## src/rtl/assert_macros.svh

```systemverilog
// Assertion helper macros for the sorted list block.
// Self-contained; taken in by the top level through `include.
`ifndef ASSERT_MACROS_SVH
`define ASSERT_MACROS_SVH

// Same-cycle implication, disabled while reset is held.
`define ASSERT_IMPLIES(label, clk, rst_n, ante, cons) \
  label: assert property (@(posedge clk) disable iff (!rst_n) (ante) |-> (cons)) \
    else $error("assertion failed");

// Next-cycle implication, disabled while reset is held.
`define ASSERT_NEXT(label, clk, rst_n, ante, cons) \
  label: assert property (@(posedge clk) disable iff (!rst_n) (ante) |=> (cons)) \
    else $error("assertion failed");

`endif

```

## src/rtl/slid_pkg.sv

```systemverilog
// Shared types and constants for the sorted list insert/delete block.
// No dependencies; used by slid_cell, slid_ctrl and the top level.
package slid_pkg;

  localparam int VAL_W  = 14;
  localparam int FUNC_W = 2;
  localparam int STAT_W = 2;
  localparam int CNT_W  = 6;
  localparam int IN_W   = 16;
  localparam int OUT_W  = 32;

  localparam logic [FUNC_W-1:0] OP_APPEND = 2'd0;
  localparam logic [FUNC_W-1:0] OP_INSERT = 2'd1;
  localparam logic [FUNC_W-1:0] OP_DELETE = 2'd2;
  localparam logic [FUNC_W-1:0] OP_UNUSED = 2'd3;

  localparam logic [STAT_W-1:0] ST_DONE  = 2'd0;
  localparam logic [STAT_W-1:0] ST_RANGE = 2'd1;
  localparam logic [STAT_W-1:0] ST_FULL  = 2'd2;

  localparam logic [VAL_W-1:0] VALUE_MIN = 14'd1;
  localparam logic [VAL_W-1:0] VALUE_MAX = 14'd9999;

  // Per-cycle command to the cell chain.
  typedef struct packed {
    logic pop;   // shift every cell toward the head by one
    logic push;  // write the feed value at the tail position
  } chain_cmd_t;

  // Per-cell control after tail decode.
  typedef struct packed {
    logic shift;
    logic load;
  } cell_ctl_t;

endpackage

```

## src/rtl/slid_cell.sv

```systemverilog
// One storage cell of the list chain: holds one entry, takes its
// neighbor's entry on a shift or the feed value on a load. Uses slid_pkg.
module slid_cell (
  input  logic                       clk,
  input  slid_pkg::cell_ctl_t        ctl,
  input  logic [slid_pkg::VAL_W-1:0] feed,
  input  logic [slid_pkg::VAL_W-1:0] next_val,
  output logic [slid_pkg::VAL_W-1:0] val
);

  logic [slid_pkg::VAL_W-1:0] val_r;

  always_ff @(posedge clk) begin
    if (ctl.load) begin
      val_r <= feed;
    end else if (ctl.shift) begin
      val_r <= next_val;
    end
  end

  assign val = val_r;

endmodule

```

## src/rtl/slid_ctrl.sv

```systemverilog
// Sequencer for the sorted list: decodes requests, circulates the list
// through the cell chain once per insert or delete request and registers the result.
// Uses slid_pkg.
module slid_ctrl #(
  parameter int CAPACITY = 32,
  parameter int LEN_W    = $clog2(CAPACITY + 1)
) (
  input  logic                        clk,
  input  logic                        rst_n,
  input  logic                        in_tvalid,
  output logic                        in_tready,
  input  logic [slid_pkg::IN_W-1:0]   in_tdata,
  output logic                        out_tvalid,
  input  logic                        out_tready,
  output logic [slid_pkg::OUT_W-1:0]  out_tdata,
  input  logic [slid_pkg::VAL_W-1:0]  head,
  output slid_pkg::chain_cmd_t        cmd,
  output logic [LEN_W-1:0]            push_pos,
  output logic [slid_pkg::VAL_W-1:0]  feed,
  output logic [LEN_W-1:0]            occ
);

  typedef enum logic [1:0] {S_IDLE, S_RUN, S_DONE} state_t;

  state_t                        state_r;
  logic [LEN_W-1:0]              occ_r, occ_nxt;
  logic [LEN_W-1:0]              rd_left_r;
  logic [LEN_W-1:0]              removed_r;
  logic                          need_push_r;
  logic                          is_ins_r;
  logic                          is_del_r;
  logic [slid_pkg::VAL_W-1:0]    val_r;
  logic [slid_pkg::STAT_W-1:0]   status_r;
  logic                          out_valid_r;
  logic [slid_pkg::OUT_W-1:0]    out_data_r;

  logic [slid_pkg::FUNC_W-1:0]   in_func;
  logic [slid_pkg::VAL_W-1:0]    in_value;
  logic                          in_ok;
  logic                          has_old, place, drop;
  logic [slid_pkg::VAL_W-1:0]    head_v;

  assign in_func  = in_tdata[1:0];
  assign in_value = in_tdata[15:2];
  assign in_ok    = (in_value >= slid_pkg::VALUE_MIN) && (in_value <= slid_pkg::VALUE_MAX);

  assign in_tready = (state_r == S_IDLE);

  // One step of the pass: look at the head entry and decide pop/push.
  assign has_old = (rd_left_r != '0);
  assign place   = is_ins_r && need_push_r && (val_r <= head);
  assign drop    = is_del_r && (head == val_r);

  always_comb begin
    cmd.pop  = 1'b0;
    cmd.push = 1'b0;
    feed     = val_r;
    if (state_r == S_RUN) begin
      if (has_old) begin
        cmd.pop  = !place;
        cmd.push = place || !drop;
        feed     = place ? val_r : head;
      end else begin
        cmd.push = need_push_r;
      end
    end
  end

  assign push_pos = occ_r - LEN_W'(cmd.pop);
  assign occ_nxt  = occ_r + LEN_W'(cmd.push) - LEN_W'(cmd.pop);
  assign head_v   = (occ_r != '0) ? head : '0;

  always_ff @(posedge clk) begin
    if (!rst_n) begin
      state_r     <= S_IDLE;
      occ_r       <= '0;
      rd_left_r   <= '0;
      need_push_r <= 1'b0;
      out_valid_r <= 1'b0;
    end else begin
      occ_r <= occ_nxt;
      if (out_valid_r && out_tready) begin
        out_valid_r <= 1'b0;
      end
      unique case (state_r)
        S_IDLE: begin
          if (in_tvalid) begin
            val_r       <= in_value;
            status_r    <= slid_pkg::ST_DONE;
            removed_r   <= '0;
            is_ins_r    <= 1'b0;
            is_del_r    <= 1'b0;
            rd_left_r   <= '0;
            need_push_r <= 1'b0;
            state_r     <= S_RUN;
            if (in_func != slid_pkg::OP_UNUSED) begin
              priority if (!in_ok) begin
                status_r <= slid_pkg::ST_RANGE;
              end else if (in_func == slid_pkg::OP_DELETE) begin
                is_del_r  <= 1'b1;
                rd_left_r <= occ_r;
              end else if (occ_r == LEN_W'(CAPACITY)) begin
                status_r <= slid_pkg::ST_FULL;
              end else if (in_func == slid_pkg::OP_APPEND) begin
                need_push_r <= 1'b1;
              end else begin
                is_ins_r    <= 1'b1;
                need_push_r <= 1'b1;
                rd_left_r   <= occ_r;
              end
            end
          end
        end
        S_RUN: begin
          if (has_old) begin
            if (place) begin
              need_push_r <= 1'b0;
            end else begin
              rd_left_r <= rd_left_r - LEN_W'(1);
              if (drop) begin
                removed_r <= removed_r + LEN_W'(1);
              end
            end
          end else if (need_push_r) begin
            need_push_r <= 1'b0;
          end else begin
            state_r <= S_DONE;
          end
        end
        S_DONE: begin
          if (!out_valid_r || out_tready) begin
            out_data_r  <= {4'b0, head_v, slid_pkg::CNT_W'(removed_r),
                            slid_pkg::CNT_W'(occ_r), status_r};
            out_valid_r <= 1'b1;
            state_r     <= S_IDLE;
          end
        end
        default: state_r <= S_IDLE;
      endcase
    end
  end

  assign out_tvalid = out_valid_r;
  assign out_tdata  = out_data_r;
  assign occ        = occ_r;

endmodule

```

## src/rtl/sorted_list_insert_delete.sv

```systemverilog
// Sorted list with append, ordered insert and delete-all-equal.
// Requests arrive on the in_ stream (tdata: func[1:0], value[15:2]); one
// result per request leaves on the out_ stream (tdata: status[1:0],
// length[7:2], removed[13:8], head_value[27:14], zeros above).
// The list lives in a chain of CAPACITY cells, head in cell 0. An insert or
// a delete circulates the whole list once: at each step the chain shifts toward
// the head and the sequencer writes the head entry back at the tail (or drops
// it), or an insert writes its new value at the tail, in front of that entry,
// without a shift. An append writes the tail only. A request goes through its
// accept, a step per list entry for an insert or delete, one place step for an
// insert or the tail write for an append, a closing step and an output load;
// a rejected, full or unused one has only the accept, closing and output load.
// With a ready receiver the result is taken at the edge where the next request can be accepted.
// A new request is accepted once the sequencer is idle, even while the
// previous result still waits in the output register; a stalled receiver
// only holds the next result in the sequencer until the register drains.
// Reset (rst_n low, synchronous) empties the list and drops any pending
// result; cell contents are not cleared, only the occupancy count.
// Uses slid_pkg, slid_cell, slid_ctrl and assert_macros.svh.
`include "assert_macros.svh"

module sorted_list_insert_delete #(
  parameter int CAPACITY = 32
) (
  input  logic                       clk,
  input  logic                       rst_n,
  input  logic                       in_tvalid,
  output logic                       in_tready,
  input  logic [slid_pkg::IN_W-1:0]  in_tdata,   // func[1:0], value[15:2]
  output logic                       out_tvalid,
  input  logic                       out_tready,
  output logic [slid_pkg::OUT_W-1:0] out_tdata   // status, length, removed, head_value
);

  localparam int LEN_W = $clog2(CAPACITY + 1);

  slid_pkg::chain_cmd_t       cmd;
  logic [LEN_W-1:0]           push_pos;
  logic [LEN_W-1:0]           occ;
  logic [slid_pkg::VAL_W-1:0] feed;
  logic [slid_pkg::VAL_W-1:0] cell_val [CAPACITY];

  slid_ctrl #(
    .CAPACITY (CAPACITY),
    .LEN_W    (LEN_W)
  ) u_ctrl (
    .clk        (clk),
    .rst_n      (rst_n),
    .in_tvalid  (in_tvalid),
    .in_tready  (in_tready),
    .in_tdata   (in_tdata),
    .out_tvalid (out_tvalid),
    .out_tready (out_tready),
    .out_tdata  (out_tdata),
    .head       (cell_val[0]),
    .cmd        (cmd),
    .push_pos   (push_pos),
    .feed       (feed),
    .occ        (occ)
  );

  // Build the chain: every cell shifts on a pop; the cell at the tail
  // position loads the feed value on a push.
  for (genvar i = 0; i < CAPACITY; i++) begin : g_cell
    slid_pkg::cell_ctl_t        ctl;
    logic [slid_pkg::VAL_W-1:0] nbr;

    assign ctl.shift = cmd.pop;
    assign ctl.load  = cmd.push && (push_pos == LEN_W'(i));

    if (i == CAPACITY - 1) begin : g_last
      assign nbr = feed;  // nothing beyond the last cell
    end else begin : g_mid
      assign nbr = cell_val[i+1];
    end

    slid_cell u_cell (
      .clk      (clk),
      .ctl      (ctl),
      .feed     (feed),
      .next_val (nbr),
      .val      (cell_val[i])
    );
  end

  // Occupancy never passes the chain length.
  `ASSERT_IMPLIES(a_occ_bound, clk, rst_n, 1'b1, occ <= LEN_W'(CAPACITY))
  // The chain stays untouched while waiting for a request.
  `ASSERT_IMPLIES(a_idle_quiet, clk, rst_n, in_tready, !cmd.push && !cmd.pop)
  // A request, once taken, keeps the next one from being accepted in the cycle after.
  `ASSERT_NEXT(a_one_at_a_time, clk, rst_n, in_tvalid && in_tready, !in_tready)

endmodule
```

## config.mk

```make
export PLATFORM = sky130hd
export DESIGN_NAME = sorted_list_insert_delete
export DESIGN_NICKNAME = d
export VERILOG_FILES = /design/src/rtl/slid_pkg.sv /design/src/rtl/slid_cell.sv /design/src/rtl/slid_ctrl.sv /design/src/rtl/sorted_list_insert_delete.sv
export VERILOG_INCLUDE_DIRS = /design/src /design/src/rtl
export SDC_FILE = /design/constraint.sdc
export NUM_CORES = 1
export LEC_CHECK = 0
export ABC_AREA = 1
export BUFFER_PORTS_ARGS = -buffer_cell sky130_fd_sc_hd__buf_2
export CORE_UTILIZATION = 40
export DETAILED_ROUTE_END_ITERATION = 8
export MAX_ROUTING_LAYER = met4
export PLACE_DENSITY_LB_ADDON = 0.08
export SLEW_MARGIN = 20
export SYNTH_ARGS = -nofsm -noshare
export SYNTH_HDL_FRONTEND = slang
export SYNTH_SLANG_ARGS = --single-unit
```

## constraint.sdc

```tcl
create_clock -name clk -period 4.2 [get_ports clk]
set_input_delay 0.63 -clock clk [delete_from_list [all_inputs] [get_ports clk]]
set_output_delay 0.63 -clock clk [all_outputs]
set_load 0.01 [all_outputs]
```

==> flow_summary.json <==
{
  "numCtsBuffers": 56,
  "grtUsageTotal_pct": 19.4,
  "die_h_um": 248,
  "synth.largest_area_cell": "edfxtp_1",
  "clk_pin_slew_ns": 0.06,
  "drt-initial-drc-count": 1001,
  "fmax_ghz": 0.257,
  "skew_ns": 0.0179,
  "ys_types": 36,
  "p_int_uw": 11800,
  "setup_viol": 0,
  "required_ns": 4.50,
  "path_class": "flip-flop to flip-flop",
  "clk_path_buf_depth": 3,
  "hold_viol": 0,
  "synthTopCellsByArea": "edfxtp_1, nand2_1, ha_1, nand3b_4, inv_1",
  "layout_common_cells": "nand2_1, edfxtp_1, inv_1",
  "hold_start": "in_tdata[3]",
  "nNetsFinal": 2595,
  "pre_cts_ws_ns": 0.160,
  "syn_area_um2": 24200,
  "dp_hpwl_um": 37200,
  "avgRoutedWirePerCell_um": 16.7,
  "grt-ovfl-total": 0,
  "globalRouteMet3Util_pct": 2.97,
  "worst_pin_slew_ns": 0.894,
  "root_buffer": "clkbuf_16",
  "first_global_vias": 15810,
  "synthArstFlopShare_pct": 0,
  "synth-edff-count": 500,
  "num_io_pins": 54,
  "place.gp.congestion": 0.802,
  "cp_data_arrival_time_ns": 4.18,
  "grt_pass1_wl_um": 89700,
  "period_needed_ns": 3.89,
  "busiest_layer": "met2",
  "cap_violations": 0,
  "synth_top_area_share_pct": 62.1,
  "drc_errors": 0,
  "grt_max_degree": 52,
  "fin_crit_sh_pct": 92.5,
  "outcome": "finished, final reports clean",
  "areaGrowthSynthToFinish_pct": 12.1,
  "timing.rr.start": "g_cell[0].u_cell.val[13]",
  "n_fill_cell": 5594,
  "gr-usage-met1_pct": 26.1,
  "mostFrequentLayoutCell": "nand2_1",
  "power.density_nw_per_um2": 664,
  "core_area_um2": 59400,
  "portBuffers": 49,
  "comb_power_share_pct": 28.9,
  "path_max_fanout": 14,
  "synth_seq_cells": 516,
  "leakage_uw": 0.0116,
  "dr_total_vias": 16135,
  "slew-limit-headroom_pct": 40.4,
  "synth_area_per_cell_um2": 9.73,
  "cts_tree": "done",
  "hold_buffers": 0,
  "grt_use_met2_pct": 30.7,
  "clock_sinks": 516,
  "totalWireLength_um": 56100,
  "num_rows": 89,
  "critical_path.endpoint_type": "flip-flop",
  "syn_inst": 2484,
  "synth_seq_area_share_pct": 63.5,
  "start_util_pct": 40.7,
  "pwr-share-clk_pct": 25.9,
  "reg2reg_depth": 22,
  "h-tree-depth": 2,
  "p_switching_uw": 6130,
  "worst_setup_path_start_kind": "flip-flop",
  "hp-class": "input pin to flip-flop",
  "ys_warn_count": 0,
  "crit_path_start": "g_cell[0].u_cell.val[13]",
  "antenna_left": 0,
  "drive_above_1_share_pct": 12.0,
  "drtPass1Iterations": 5,
  "fin_util_pct": 45.6,
  "peakVddDrop_mv": 0.297,
  "clock_latency_ns": 0.61,
  "synthFlopType": "edfxtp_1",
  "slew_viol_final": 0,
  "antenna_found_initial": 0,
  "die_area_um2": 61400,
  "sequentialPowerShare_pct": 45.3,
  "chipWidth_um": 248,
  "fin_ws_ns": 0.314,
  "detail_route.vias_per_cell": 4.80,
  "whs_path_depth": 1,
  "p_sw_share_pct": 34.1
}
synthesized netlist by cell type (2+ instances only):
master       n
nand2_1   1496
xor2_2       2
nor2_2       3
a21oi_1     18
nand3_1     12
buf_6        7
o21ai_0     11
inv_2        4
nor2_4      31
nand3b_1     2
ha_1        32
o22ai_1      2
nor3_1       9
nand3b_2     9
dfxtp_1     16
buf_1        4
nor2_1      65
nand2_4      2
nand4_1     15
buf_8        2
inv_1       94
clkbuf_1     8
edfxtp_1   500
nand3b_4    20
buf_4       42
buf_2       68
state kept, by name, summed over array words and instances, names as in the netlist:
name	count
g_cell.u_cell.val	448
u_ctrl.is_del_r	1
u_ctrl.is_ins_r	1
u_ctrl.need_push_r	1
u_ctrl.occ	6
u_ctrl.out_tdata	28
u_ctrl.out_tvalid	1
u_ctrl.rd_left_r	6
u_ctrl.removed_r	6
u_ctrl.state_r	2
u_ctrl.status_r	2
u_ctrl.val_r	14
routing by layer:
layer / part of all wire (%) / vias to the layer above
met5: 0 / -
met4: 1.7 / 0
met3: 4.5 / 72
met2: 47 / 290
met1: 47 / 7705
li1: - / 8068
cells by family (layout without fill, tap and decap cells):
group	Yosys count	count (layout)	synth area share [%]
adders and majority gates	33	33	1.74
DFF	516	516	63.5
xor gates and xnor gates	4	4	0.207
AOI/OAI and AO/OA	33	33	0.720
and+or+nand+nor	1668	1668	29.0
other	1	5	0.0155
buffers and inverters	229	326	4.87
final timing paths:
kind,slack [ns],end
max reg2reg,0.31,g_cell[30].u_cell.val[6]
max,0.31,g_cell[30].u_cell.val[6]
min reg2reg,0.42,u_ctrl.out_tdata[0]
min,0.21,u_ctrl.val_r[1]
critical path, stage by stage, from the launching register on:
cell	delay, ns
edfxtp_1	0.37
inv_1	0.05
ha_1	0.29
nand2_1	0.08
nor2_2	0.15
inv_2	0.04
nor2_2	0.14
nand4_1	0.12
nand2_1	0.13
nand2_4	0.06
nand3_4	0.06
inv_1	0.06
ha_1	0.20
ha_1	0.24
o21ai_2	0.20
xor2_2	0.23
inv_2	0.07
nor2_4	0.18
buf_4	0.17
nand2_1	0.17
nand3b_4	0.25
nand2_1	0.10
buf_4	0.22
stage by stage:
step | instance area [um^2] | total power, uW | hold slack, ns | std cells | TNS [ns]
final | 27100 | 18000 | 0.214 | 3358 | 0
after global routing | 27100 | 19000 | 0.185 | 3357 | -0.0190
after CTS | 27000 | 18000 | 0.177 | 3348 | 0
after detailed placement | 25300 | 13300 | 0.405 | 3248 | 0
after global placement | 25300 | 13300 | 0.406 | 3248 | 0
after floorplan | 24200 | 11600 | 0.400 | 2487 | -2.32
power by group through the flow:
| stage | combinational [uW] | sequential, uW | clock (uW) |
|---|---|---|---|
| floorplan | 3490 | 8080 | 0 |
| global placement | 5060 | 8240 | 0 |
| detailed placement | 5110 | 8240 | 0 |
| CTS | 5130 | 8150 | 4770 |
| global route | 5820 | 8250 | 4960 |
| finish | 5190 | 8130 | 4650 |
layout make-up:
cell class                      instances  area, um^2  share of cell area (%)
Multi-Input combinational cell       1742        7770                    28.7
Tap cell                              773         967                    3.57
Clock buffer                           72        1480                    5.47
Antenna cell                            1        2.50                 0.00924
Inverter                               98         368                    1.36
Timing Repair Buffer                  128         951                    3.51
Clock inverter                         28         209                   0.772
Sequential cell                       516       15300                    56.6
timing repair:
| item | CTS | global route |
|---|---|---|
| hold endpoints to repair | 0 | 0 |
| endpoints found under the setup margin | 0 | 91 |
| buffers inserted | 0 | 9 |
| gates resized for setup | 0 | 1 |
Note: power is estimated with default switching activity, not from simulation.
